`config.mk`:
```
export PLATFORM = sky130hd
export DESIGN_NAME = delta_payload_record_parser_flat
export DESIGN_NICKNAME = d
export VERILOG_FILES = /design/src/hw/rtl/dprp_pkg.sv /design/src/hw/rtl/dprp_if.sv /design/src/hw/rtl/dprp_front.sv /design/src/hw/rtl/dprp_queue.sv /design/src/hw/rtl/dprp_back.sv /design/src/hw/rtl/delta_payload_record_parser.sv /design/src/flat_wrapper.sv
export SDC_FILE = /design/constraint.sdc
export NUM_CORES = 1
export LEC_CHECK = 0
export BUFFER_PORTS_ARGS = -buffer_cell sky130_fd_sc_hd__buf_4
export CORE_MARGIN = 3
export CORE_UTILIZATION = 25
export DETAILED_ROUTE_END_ITERATION = 10
export GPL_TIMING_DRIVEN = 1
export MAX_ROUTING_LAYER = met4
export PLACE_DENSITY_LB_ADDON = 0.25
export SLEW_MARGIN = 20
export SYNTH_ARGS = -nofsm -noshare
export SYNTH_HDL_FRONTEND = slang
export SYNTH_HIERARCHICAL = 1
export SYNTH_SLANG_ARGS = --single-unit
```
`constraint.sdc`:
```
create_clock -name clk -period 14.11 [get_ports clk]
set_input_delay 0.7055 -clock clk [delete_from_list [all_inputs] [get_ports clk]]
set_output_delay 0.7055 -clock clk [all_outputs]
set_load 0.1 [all_outputs]
```
`src/hw/rtl/dprp_pkg.sv`:
```
package dprp_pkg;

  // parse phases
  localparam logic [1:0] PH_ENTITY   = 2'd0;
  localparam logic [1:0] PH_COMP_HDR = 2'd1;
  localparam logic [1:0] PH_DATA     = 2'd2;

  // record kinds
  localparam logic [1:0] K_WRITE   = 2'd0;
  localparam logic [1:0] K_EMPTY   = 2'd1;
  localparam logic [1:0] K_DESPAWN = 2'd2;
  localparam logic [1:0] K_END     = 2'd3;

  localparam logic [15:0] TOMBSTONE_COUNT = 16'hFFFF;
  localparam int          ENTITY_HDR_LEN  = 6;
  localparam int          COMP_HDR_LEN    = 4;
  localparam int          MASK_W          = 64;

  // record queue between parser and output stage
  localparam int Q_DEPTH = 4;
  localparam int Q_AW    = $clog2(Q_DEPTH);

  typedef struct packed {
    logic [1:0]  record_kind;
    logic [31:0] entity_id;
    logic [15:0] type_id;
    logic [15:0] byte_offset;
    logic [7:0]  data_byte;
    logic        component_last;
    logic        end_flag;
    logic        status;
  } rec_t;

  typedef struct packed {
    logic valid;
    rec_t rec;
  } q_head_t;

endpackage

```
`src/hw/rtl/dprp_if.sv`:
```
interface dprp_payload_if;
  logic       valid;
  logic       ready;
  logic [7:0] payload_byte;
  logic       payload_end;

  modport source (output valid, output payload_byte, output payload_end, input ready);
  modport sink (input valid, input payload_byte, input payload_end, output ready);
endinterface

interface dprp_record_if;
  logic        valid;
  logic        ready;
  logic [1:0]  record_kind;
  logic [31:0] entity_id;
  logic [15:0] type_id;
  logic [15:0] byte_offset;
  logic [7:0]  data_byte;
  logic        component_last;
  logic        end_flag;
  logic        status;

  modport source (output valid, output record_kind, output entity_id, output type_id,
                  output byte_offset, output data_byte, output component_last,
                  output end_flag, output status, input ready);
  modport sink (input valid, input record_kind, input entity_id, input type_id,
                input byte_offset, input data_byte, input component_last,
                input end_flag, input status, output ready);
endinterface

interface dprp_cfg_if;
  logic        valid;
  logic        ready;
  logic [63:0] data;

  modport source (output valid, output data, input ready);
  modport sink (input valid, input data, output ready);
endinterface

```
`src/hw/rtl/dprp_front.sv`:
```
module dprp_front #(
  parameter int NUM_TYPES = 64
) (
  input  logic          clk,
  input  logic          rst,
  dprp_payload_if.sink  payload,
  dprp_cfg_if.sink      cfg,
  input  logic          q_full,
  output logic          push,
  output dprp_pkg::rec_t push_rec
);
  import dprp_pkg::*;

  logic [MASK_W-1:0] client_only_mask;
  logic [1:0]  phase, phase_next;
  logic [2:0]  header_bytes, header_bytes_next;
  logic [31:0] cur_entity, cur_entity_next;
  logic [15:0] comps_left, comps_left_next;
  logic [15:0] cur_type, cur_type_next;
  logic [15:0] data_left, data_left_next;
  logic [15:0] data_offset, data_offset_next;
  logic        skip_component, skip_component_next;

  logic        accept;
  logic        emit;
  logic        type_skip;
  logic [15:0] comps_dec;
  logic [7:0]  b;
  rec_t        rec;

  assign accept        = payload.valid && payload.ready;
  assign payload.ready = !q_full;
  assign cfg.ready     = 1'b1;
  assign b             = payload.payload_byte;
  assign comps_dec     = comps_left - 16'd1;

  // types at or above the type count are always dropped
  assign type_skip = (cur_type >= 16'(NUM_TYPES)) || client_only_mask[cur_type[5:0]];

  always_comb begin
    phase_next          = phase;
    header_bytes_next   = header_bytes;
    cur_entity_next     = cur_entity;
    comps_left_next     = comps_left;
    cur_type_next       = cur_type;
    data_left_next      = data_left;
    data_offset_next    = data_offset;
    skip_component_next = skip_component;
    emit                = 1'b0;
    rec                 = '0;

    case (phase)
      PH_COMP_HDR: begin
        case (header_bytes[1:0])
          2'd0:    cur_type_next  = {8'd0, b};
          2'd1:    cur_type_next  = {b, cur_type[7:0]};
          2'd2:    data_left_next = {8'd0, b};
          default: data_left_next = {b, data_left[7:0]};
        endcase
        header_bytes_next = header_bytes + 3'd1;
        if (header_bytes == 3'(COMP_HDR_LEN - 1)) begin
          header_bytes_next   = '0;
          skip_component_next = type_skip;
          data_offset_next    = '0;
          if (data_left_next == 16'd0) begin
            if (!type_skip) begin
              emit            = 1'b1;
              rec.record_kind = K_EMPTY;
              rec.entity_id   = cur_entity;
              rec.type_id     = cur_type;
            end
            comps_left_next = comps_dec;
            phase_next      = (comps_dec == 16'd0) ? PH_ENTITY : PH_COMP_HDR;
          end else begin
            phase_next = PH_DATA;
          end
        end
      end
      PH_DATA: begin
        data_left_next = data_left - 16'd1;
        if (!skip_component) begin
          emit               = 1'b1;
          rec.record_kind    = K_WRITE;
          rec.entity_id      = cur_entity;
          rec.type_id        = cur_type;
          rec.byte_offset    = data_offset;
          rec.data_byte      = b;
          rec.component_last = (data_left_next == 16'd0);
        end
        data_offset_next = data_offset + 16'd1;
        if (data_left_next == 16'd0) begin
          header_bytes_next = '0;
          comps_left_next   = comps_dec;
          phase_next        = (comps_dec == 16'd0) ? PH_ENTITY : PH_COMP_HDR;
        end
      end
      default: begin
        // entity header; an unused phase code restarts the header
        logic [2:0] idx;
        idx        = (phase == PH_ENTITY) ? header_bytes : 3'd0;
        phase_next = PH_ENTITY;
        case (idx)
          3'd0:    cur_entity_next = {24'd0, b};
          3'd1:    cur_entity_next = {cur_entity[31:16], b, cur_entity[7:0]};
          3'd2:    cur_entity_next = {cur_entity[31:24], b, cur_entity[15:0]};
          3'd3:    cur_entity_next = {b, cur_entity[23:0]};
          3'd4:    comps_left_next = {8'd0, b};
          default: comps_left_next = {b, comps_left[7:0]};
        endcase
        header_bytes_next = idx + 3'd1;
        if (idx >= 3'(ENTITY_HDR_LEN - 1)) begin
          header_bytes_next = '0;
          if (comps_left_next == TOMBSTONE_COUNT) begin
            emit            = 1'b1;
            rec.record_kind = K_DESPAWN;
            rec.entity_id   = cur_entity_next;
            comps_left_next = '0;
          end else if (comps_left_next != 16'd0) begin
            phase_next = PH_COMP_HDR;
          end
        end
      end
    endcase

    if (payload.payload_end) begin
      if (!emit) begin
        rec             = '0;
        rec.record_kind = K_END;
      end
      emit       = 1'b1;
      rec.end_flag = 1'b1;
      rec.status   = (phase_next == PH_DATA) && (data_left_next != 16'd0);
      phase_next          = PH_ENTITY;
      header_bytes_next   = '0;
      cur_entity_next     = '0;
      comps_left_next     = '0;
      cur_type_next       = '0;
      data_left_next      = '0;
      data_offset_next    = '0;
      skip_component_next = 1'b0;
    end
  end

  assign push     = accept && emit;
  assign push_rec = rec;

  always_ff @(posedge clk) begin
    if (rst) begin
      client_only_mask <= '1;
      phase            <= PH_ENTITY;
      header_bytes     <= '0;
      cur_entity       <= '0;
      comps_left       <= '0;
      cur_type         <= '0;
      data_left        <= '0;
      data_offset      <= '0;
      skip_component   <= 1'b0;
    end else begin
      if (cfg.valid) begin
        client_only_mask <= cfg.data;
      end
      if (accept) begin
        phase          <= phase_next;
        header_bytes   <= header_bytes_next;
        cur_entity     <= cur_entity_next;
        comps_left     <= comps_left_next;
        cur_type       <= cur_type_next;
        data_left      <= data_left_next;
        data_offset    <= data_offset_next;
        skip_component <= skip_component_next;
      end
    end
  end

  // a data phase always owes at least one byte
  a_data_owed: assert property (@(posedge clk) disable iff (rst)
    phase == PH_DATA |-> data_left != 16'd0)
    else $error("data phase with nothing left to read");

  // the closing byte leaves the parser in a fresh entity header
  a_end_clears: assert property (@(posedge clk) disable iff (rst)
    accept && payload.payload_end |=> phase == PH_ENTITY && header_bytes == 3'd0
      && comps_left == 16'd0)
    else $error("parse state not cleared after payload end");

endmodule

```
`src/hw/rtl/dprp_queue.sv`:
```
module dprp_queue (
  input  logic              clk,
  input  logic              rst,
  input  logic              push,
  input  dprp_pkg::rec_t    push_rec,
  input  logic              pop,
  output dprp_pkg::q_head_t head,
  output logic              full
);
  import dprp_pkg::*;

  rec_t            mem [Q_DEPTH];
  logic [Q_AW-1:0] wr_ptr;
  logic [Q_AW-1:0] rd_ptr;
  logic [Q_AW:0]   count;

  assign full       = (count == (Q_AW+1)'(Q_DEPTH));
  assign head.valid = (count != '0);
  assign head.rec   = mem[rd_ptr];

  always_ff @(posedge clk) begin
    if (push) begin
      mem[wr_ptr] <= push_rec;
    end
  end

  always_ff @(posedge clk) begin
    if (rst) begin
      wr_ptr <= '0;
      rd_ptr <= '0;
      count  <= '0;
    end else begin
      if (push) begin
        wr_ptr <= wr_ptr + 1'b1;
      end
      if (pop) begin
        rd_ptr <= rd_ptr + 1'b1;
      end
      case ({push, pop})
        2'b10:   count <= count + 1'b1;
        2'b01:   count <= count - 1'b1;
        default: count <= count;
      endcase
    end
  end

  a_no_overflow: assert property (@(posedge clk) disable iff (rst)
    push |-> !full || pop)
    else $error("record queue overflow");

  a_no_underflow: assert property (@(posedge clk) disable iff (rst)
    pop |-> head.valid)
    else $error("record queue underflow");

endmodule

```
`src/hw/rtl/dprp_back.sv`:
```
module dprp_back (
  input  logic                clk,
  input  logic                rst,
  input  dprp_pkg::q_head_t   head,
  output logic                pop,
  dprp_record_if.source       records
);
  import dprp_pkg::*;

  logic out_valid;
  rec_t out_rec;

  // refill the output register whenever it is empty or being taken
  assign pop = head.valid && (!out_valid || records.ready);

  always_ff @(posedge clk) begin
    if (rst) begin
      out_valid <= 1'b0;
    end else if (!out_valid || records.ready) begin
      out_valid <= head.valid;
    end
  end

  always_ff @(posedge clk) begin
    if (pop) begin
      out_rec <= head.rec;
    end
  end

  assign records.valid          = out_valid;
  assign records.record_kind    = out_rec.record_kind;
  assign records.entity_id      = out_rec.entity_id;
  assign records.type_id        = out_rec.type_id;
  assign records.byte_offset    = out_rec.byte_offset;
  assign records.data_byte      = out_rec.data_byte;
  assign records.component_last = out_rec.component_last;
  assign records.end_flag       = out_rec.end_flag;
  assign records.status         = out_rec.status;

endmodule

```
`src/hw/rtl/delta_payload_record_parser.sv`:
```
// channel   | direction | carries
// ----------+-----------+-------------------------------------------------
// payload   | in        | payload_byte, payload_end (one byte per transfer)
// records   | out       | one parsed record per transfer
// cfg       | in        | client_only_mask write data, always ready
//
// one payload byte is taken every cycle while the record queue is not full;
// each accepted byte drives a byte-wide state update in the front parser
// a record goes valid once it has passed the queue write and then the output
// register load after its payload transfer; reset is synchronous, clears parse
// state and queue and sets the client_only_mask to all ones;
// payload ready drops only when the four-entry record queue is full, so the
// output side may stall without back-pressuring the byte stream straight away
module delta_payload_record_parser #(
  parameter int NUM_TYPES = 64
) (
  input logic           clk,
  input logic           rst,
  dprp_payload_if.sink  payload,
  dprp_record_if.source records,
  dprp_cfg_if.sink      cfg
);
  import dprp_pkg::*;

  // front to queue
  logic    push;
  rec_t    push_rec;
  logic    q_full;

  // queue to back
  q_head_t q_head;
  logic    pop;

  // front parser: header assembly, type filtering, record forming
  dprp_front #(
    .NUM_TYPES (NUM_TYPES)
  ) u_front (
    .clk      (clk),
    .rst      (rst),
    .payload  (payload),
    .cfg      (cfg),
    .q_full   (q_full),
    .push     (push),
    .push_rec (push_rec)
  );

  // short record queue decoupling parser from the output handshake
  dprp_queue u_queue (
    .clk      (clk),
    .rst      (rst),
    .push     (push),
    .push_rec (push_rec),
    .pop      (pop),
    .head     (q_head),
    .full     (q_full)
  );

  // output register driving the record channel
  dprp_back u_back (
    .clk     (clk),
    .rst     (rst),
    .head    (q_head),
    .pop     (pop),
    .records (records)
  );

endmodule
```
`src/flat_wrapper.sv`:
```
// flat-port wrapper written by rule: the top's interface ports become plain ports
module delta_payload_record_parser_flat import dprp_pkg::*;
#(
  parameter int NUM_TYPES = 64
)
  (clk, rst, payload_valid, payload_payload_byte, payload_payload_end, payload_ready, records_valid, records_record_kind, records_entity_id, records_type_id, records_byte_offset, records_data_byte, records_component_last, records_end_flag, records_status, records_ready, cfg_valid, cfg_data, cfg_ready);
  dprp_payload_if payload_i ();
  dprp_record_if records_i ();
  dprp_cfg_if cfg_i ();
  input logic clk;
  input logic rst;
  input wire logic [$bits(payload_i.valid)-1:0] payload_valid;
  input wire logic [$bits(payload_i.payload_byte)-1:0] payload_payload_byte;
  input wire logic [$bits(payload_i.payload_end)-1:0] payload_payload_end;
  output wire logic [$bits(payload_i.ready)-1:0] payload_ready;
  output wire logic [$bits(records_i.valid)-1:0] records_valid;
  output wire logic [$bits(records_i.record_kind)-1:0] records_record_kind;
  output wire logic [$bits(records_i.entity_id)-1:0] records_entity_id;
  output wire logic [$bits(records_i.type_id)-1:0] records_type_id;
  output wire logic [$bits(records_i.byte_offset)-1:0] records_byte_offset;
  output wire logic [$bits(records_i.data_byte)-1:0] records_data_byte;
  output wire logic [$bits(records_i.component_last)-1:0] records_component_last;
  output wire logic [$bits(records_i.end_flag)-1:0] records_end_flag;
  output wire logic [$bits(records_i.status)-1:0] records_status;
  input wire logic [$bits(records_i.ready)-1:0] records_ready;
  input wire logic [$bits(cfg_i.valid)-1:0] cfg_valid;
  input wire logic [$bits(cfg_i.data)-1:0] cfg_data;
  output wire logic [$bits(cfg_i.ready)-1:0] cfg_ready;
  assign payload_i.valid = payload_valid;
  assign payload_i.payload_byte = payload_payload_byte;
  assign payload_i.payload_end = payload_payload_end;
  assign payload_ready = payload_i.ready;
  assign records_valid = records_i.valid;
  assign records_record_kind = records_i.record_kind;
  assign records_entity_id = records_i.entity_id;
  assign records_type_id = records_i.type_id;
  assign records_byte_offset = records_i.byte_offset;
  assign records_data_byte = records_i.data_byte;
  assign records_component_last = records_i.component_last;
  assign records_end_flag = records_i.end_flag;
  assign records_status = records_i.status;
  assign records_i.ready = records_ready;
  assign cfg_i.valid = cfg_valid;
  assign cfg_i.data = cfg_data;
  assign cfg_ready = cfg_i.ready;
  delta_payload_record_parser #(.NUM_TYPES(NUM_TYPES)) u_core (.clk(clk), .rst(rst), .payload(payload_i), .records(records_i), .cfg(cfg_i));
endmodule
```
* After elaboration in Yosys (flattened, before gate mapping)
Memories as Yosys holds them, arrays and structs flattened. A register that Yosys moved wholly into a read port is not among the register bits.
Cells that the tools add are included.
** Operators by class
- Reductions and logical operators :: 33
- Order comparisons :: 3
- Add/subtract/negate cells :: 9
- Equality and inequality tests :: 19
- Muxes and demuxes :: 64
** Operators with widths (count)
- $pmux W16 S2 :: 7
- $mux W16 :: 13
- $mux W77 :: 2
- $mux W49 :: 3
- $pmux W32 S4 :: 1
- $mux W73 :: 1
- $mux W34 :: 2
- $pmux W34 S2 :: 1
- $mux W32 :: 2
- $logic_not A16 Y1 :: 3
- $reduce_bool A16 Y1 :: 2
- $sub A16 B1 Y16 const B :: 2
- $mux W25 :: 1
- $mux W1 :: 17
- $add A16 B1 Y16 const B :: 1
- $eq A16 B16 Y1 const B :: 1
- $ge A16 B7 Y1 const B :: 1
- $mux W3 :: 5
- $pmux W3 S2 :: 2
- $add A3 B1 Y3 const B :: 3
- $eq A3 B2 Y1 const B :: 3
- $ne A3 B3 Y1 const B :: 3
- $reduce_and A3 Y1 :: 3
- $reduce_bool A3 Y1 :: 3
- other kinds (24) :: 46
** Word-level totals
- Output and inout port bits :: 80
- Memory bits (writable) :: 308
- Memories :: 1
- Logic and storage cells :: 143
- Register bits after elaboration :: 174
- Input bits :: 78
** Memories
- u_core.u_queue.mem :: words 4, width 77, read ports 1, clocked after Yosys merged registers in 1, write ports 1, line dprp_queue.sv:12 : rec_t mem [Q_DEPTH];

* Depth between registers and ports, before layout
- Depth in word-level cells :: 14
- Depth in mapped cells :: 18
- Gate-level depth less buffers :: 17

* Cells and area by module
The synthesis kept the hierarchy.
** Modules (own cells, without submodules)
- dprp_queue :: seq. area each 9429.0 µm², cells each 446, instances 1, area an instance 11571.1 µm²
- dprp_front :: seq. area each 3323.2 µm², cells each 1203, instances 1, area an instance 9997.1 µm²
- dprp_back :: seq. area each 2332.2 µm², cells each 82, instances 1, area an instance 2367.3 µm²

* Worst setup path after synthesis
No wires, ideal clock.
- Kind :: register to register
- Start point :: register u_core.u_front.header_bytes[1]
- End point :: memory u_core/u_queue/mem[0][0] in the netlist's numbering (enable)
- Library setup time :: 0.443 ns
- Path buffers :: 2
- Required time :: 13.667 ns
- Setup slack :: 8.900 ns
- Cell stages (with the launch flop) :: 12
- Arrival time :: 4.767 ns
- Clock period less this slack :: 5.210 ns
- Cell sequence :: dfxtp_1 > inv_1 > ha_1 > buf_2 > or3_1 > a2111oi_0 > nand3_1 > o22ai_4 > clkbuf_1 > nor2_1 > nor2_1 > and2_1
** On the way
- Longest elaborated chain between the ends :: 13
- Elaborated cells on any way between the ends :: 28
- Those cells by class :: 1 x order compare; 8 x eq/ne; 13 x mux; 6 x reduce/logical
** Ends and longest elaborated chain
- start, declared :: line dprp_front.sv:16 : logic [2:0] header_bytes, header_bytes_next;
- start signal, assigned :: line dprp_front.sv:164 : header_bytes <= header_bytes_next;
- $mux W3 :: line dprp_front.sv:100 : idx = (phase == PH_ENTITY) ? header_bytes : 3'd0;
- $eq A3 B2 Y1 (tied with other cells) :: line dprp_front.sv:102 : case (idx)
- $reduce_or A4 Y1 (no line)
- $pmux W16 S2 :: line dprp_front.sv:102
- $mux W16 :: line dprp_front.sv:52 : case (phase)
- $eq A16 B16 Y1 :: line dprp_front.sv:113 : if (comps_left_next == TOMBSTONE_COUNT) begin
- $mux W1 :: line dprp_front.sv:113
- $mux W1 :: line dprp_front.sv:111 : if (idx >= 3'(ENTITY_HDR_LEN - 1)) begin
- $pmux W1 S2 (*) :: line dprp_front.sv:52
- $mux W1 (*) :: line dprp_front.sv:125 : if (payload.payload_end) begin
- $logic_and A1 B1 Y1 (*) :: line dprp_front.sv:144 : assign push = accept && emit;
- net u_core.push :: line delta_payload_record_parser.sv:26 : logic push;
- $mux W1 (*) :: line dprp_queue.sv:22 : if (push) begin
- $mux W1 (not written as such) (*) :: line dprp_queue.sv:23 : mem[wr_ptr] <= push_rec;
- end, declared :: line dprp_queue.sv:12
Mark *: on every way through the listed nets, which the timed path passes. The rest lies on a longest branch. The select of a mux whose other input is x is not followed.

* Worst setup path after layout
- Start point :: register u_core.u_front.phase[0]
- End point :: memory u_core/u_queue/mem[3][42] in the netlist's numbering (enable)
** On the way
- Longest elaborated chain between the ends :: 14
- Elaborated cells on any way between the ends :: 21
- Those cells by class :: 1 x order compare; 7 x eq/ne; 9 x mux; 4 x reduce/logical
** Ends and longest elaborated chain
- start, declared :: line dprp_front.sv:15 : logic [1:0] phase, phase_next;
- start signal, assigned :: line dprp_front.sv:163 : phase <= phase_next;
- $logic_not A2 Y1 :: line dprp_front.sv:100
- $mux W3 :: line dprp_front.sv:100
- $eq A3 B2 Y1 (tied with other cells) :: line dprp_front.sv:102
- $reduce_or A4 Y1 (no line)
- $pmux W16 S2 :: line dprp_front.sv:102
- $mux W16 :: line dprp_front.sv:52
- $eq A16 B16 Y1 :: line dprp_front.sv:113
- $mux W1 :: line dprp_front.sv:113
- $mux W1 :: line dprp_front.sv:111
- $pmux W1 S2 (*) :: line dprp_front.sv:52
- $mux W1 (*) :: line dprp_front.sv:125
- $logic_and A1 B1 Y1 (*) :: line dprp_front.sv:144
- net u_core.push :: line delta_payload_record_parser.sv:26
- $mux W1 (*) :: line dprp_queue.sv:22
- $mux W1 (not written as such) (*) :: line dprp_queue.sv:23
Marks and branches as above.

==> metrics.txt <==
outcome finished, final reports clean; WL final 63200 um; final hold vios 0; IO Pins 158; endpoints failing setup 0; routed vias/inst 4.75; VDD IR max 0.000106 V; top post-synthesis cells by area edfxtp_1 48%, dfxtp_1 15%, mux4_2 8.1%; Critical Path Fanout Max 42; slowest cell on the critical path buf_4; Clk pin slew, worst setup/hold paths 0.06 ns; die area 99500 sq um; chip height 315 um; max incr delay on CP 0.66 ns; fillers 9491; GP Congestion 0.826; Synth Flop Type edfxtp_1; area of the core 94200 sq um; global-route wire length before repair 95600 um; Pleak 9.32 nW; area of the multi-input gates 8050 sq um; Yosys warnings 6; final instance area 28200 sq um; register area 15100 sq um; Avg Inst Size Synth 13.8 sq um; post-detail-place hpwl 41000 um; Slew Limit Fails 0; CTS tree done; Reg2Reg Depth 12; grt total ovfl 0; clk sinks 561; # DRC 0; minimum setup slack among reg-to-reg paths 8.83 ns; P&R area growth vs syn 17.9%; first-pass detailed-route iteration total 5; Final Critical Period 5.28 ns; commonest cells after routing, fill and taps aside 385 x edfxtp_1, 174 x dfxtp_1, 169 x buf_4; share of post-route cells with drive strength above 1 0.211; Port Buf Inserts 156; leading area contributor after synthesis edfxtp_1; critical path class reg -> reg; PnR worst setup slack 8.83 ns; mapped cell area 23900 sq um; RSZ-0062 raised after global routing no; FP Rows 112; skew final 0.0496 ns; post-CTS setup buffer count 0; Worst-Margin Slew 0.990 ns; Post-synth EDFFs 385; Post-Route Setup TNS 0 ns; number of max-cap violations 0; FF+latch count, synth 561; Detail Route Antenna Nets 0; share of Yosys cell area claimed by the top area cell type 0.483; post-cts hold buffer count 0; Power per Cell Area 187 nW/um^2; Cell Chain, Critical Path inv_1 > ha_1 > nand2_1 > ha_1 > nand3_1 > mux2i_1 > nand4_1 > nand2_1 > nor2_1 > nor2_1 > and2_4 > buf_4; clk_lat worst skew 0.65 ns; clock buffer depth 3; Iter 0 DRT Violations 1392; register area share after synthesis 0.630; largest net degree at the start of global routing 112; Relative slew margins 0.340; Root Buffer clkbuf_16; chip width 315 um; initial antenna violation count 1; Synth Net Count 1832; FFs w/ async S/R, synth 0; final worst path period share 0.374; Placed Area 26100 sq um; Tot Pwr 5.29 mW; Layout Nets 1932; GR Util All Layers 0.128; CP endpoint kind register; Wirelength per Cell 20.1 um; initial core utilization 0.254; Fmax 189 MHz; library cells used by synthesis 94; H-tree depth 2; commonest non-fill, non-tap cell in the layout edfxtp_1; CTS-repair resized insts 0; Worst EP required 14.38 ns; via count 14902; number of global-route vias before repair 15297; Min-Delay Path Depth 2; crit path DAT 5.55 ns; Syn Inst Count 1731; Min-Delay Path Class in -> reg; Setup WS pre-CTS 8.66 ns; crit path launch type register; clock buffer count from CTS 61
-- synth_stat cells (11+ instances only) --
master,count
nor3_1,48
or3_1,20
inv_1,29
edfxtp_1,385
nand4_1,15
nor2b_1,75
a31oi_1,13
a21oi_1,75
nand2_1,77
a211o_1,66
o21ai_0,31
nor4_1,21
ha_1,22
clkbuf_1,95
mux4_2,86
mux4_1,11
a22oi_1,40
and2_1,81
nand3_1,33
nor2_1,105
dfxtp_1,176
-- where the power goes --
part	switching (mW)	internal (mW)
clock	0.679	0.956
combinational	1.20	0.360
sequential	0.106	1.99
-- final timing paths --
kind / from / to
setup reg to reg: u_core/u_front/phase[0] / u_core/u_queue/mem[3][42]
setup / recovery: u_core/u_front/phase[0] / u_core/u_queue/mem[3][42]
hold / removal: cfg_data[17] / u_core/u_front/client_only_mask[17]
hold reg to reg: u_core/u_front/cur_type[14] / u_core/u_front/cur_type[14]
-- routing by layer --
layer,track usage,vias to the layer above,wire [um]
met1,0.167,7483,28300
met3,0.0245,91,3510
met5,-,-,0
li1,-,6876,-
met2,0.205,452,30200
met4,0.0298,0,1220
-- per-stage QoR --
stage	hold WS (ns)	util	instances
final	0.276	0.300	3139
after global routing	0.231	0.300	3139
after CTS	0.221	0.299	3137
after detailed placement	0.470	0.277	3021
after global placement	0.465	0.277	3021
after floorplan	0.440	-	1731
-- cell families after synthesis --
| kind of cell | synth area share |
|---|---|
| XOR/XNOR | 0.00622 |
| AND/OR/NAND/NOR | 0.122 |
| other | 0.000157 |
| multiplexers | 0.0969 |
| AO/OA/AOI/OAI | 0.0975 |
| flip-flops | 0.630 |
| adder cells (fa/ha/maj) | 0.0123 |
| buffers and inverters | 0.0348 |
-- registers in the layout, summed over array words and instances (netlist names), 8 cells and up, named ones only --
register / count
u_core/u_front/cur_type: 16
u_core/u_back/records.entity_id: 32
u_core/u_front/client_only_mask: 64
u_core/u_front/cur_entity: 32
u_core/u_queue/mem: 308
u_core/u_back/records.data_byte: 8
u_core/u_back/records.type_id: 16
u_core/u_back/records.byte_offset: 16
u_core/u_front/comps_left: 16
u_core/u_front/data_offset: 16
u_core/u_front/data_left: 16
-- worst max-delay path: cells and delay by family (launching register included) --
family | cells | cell delay, ns
buf+inv | 2 | 0.76
mux | 1 | 0.37
flops | 1 | 0.36
simple gates | 7 | 2.49
fa+ha+maj | 2 | 0.90
-- final cells by class --
| type | count | share of cell area |
|---|---|---|
| Clock buffer | 74 | 0.0576 |
| Multi-Input combinational cell | 1007 | 0.285 |
| Timing Repair Buffer | 171 | 0.0459 |
| Clock inverter | 42 | 0.0168 |
| Antenna cell | 1 | 0.0000887 |
| Tap cell | 1254 | 0.0556 |
| Sequential cell | 561 | 0.535 |
| Inverter | 29 | 0.00386 |
No activity file was read; power rests on OpenSTA's default activity.
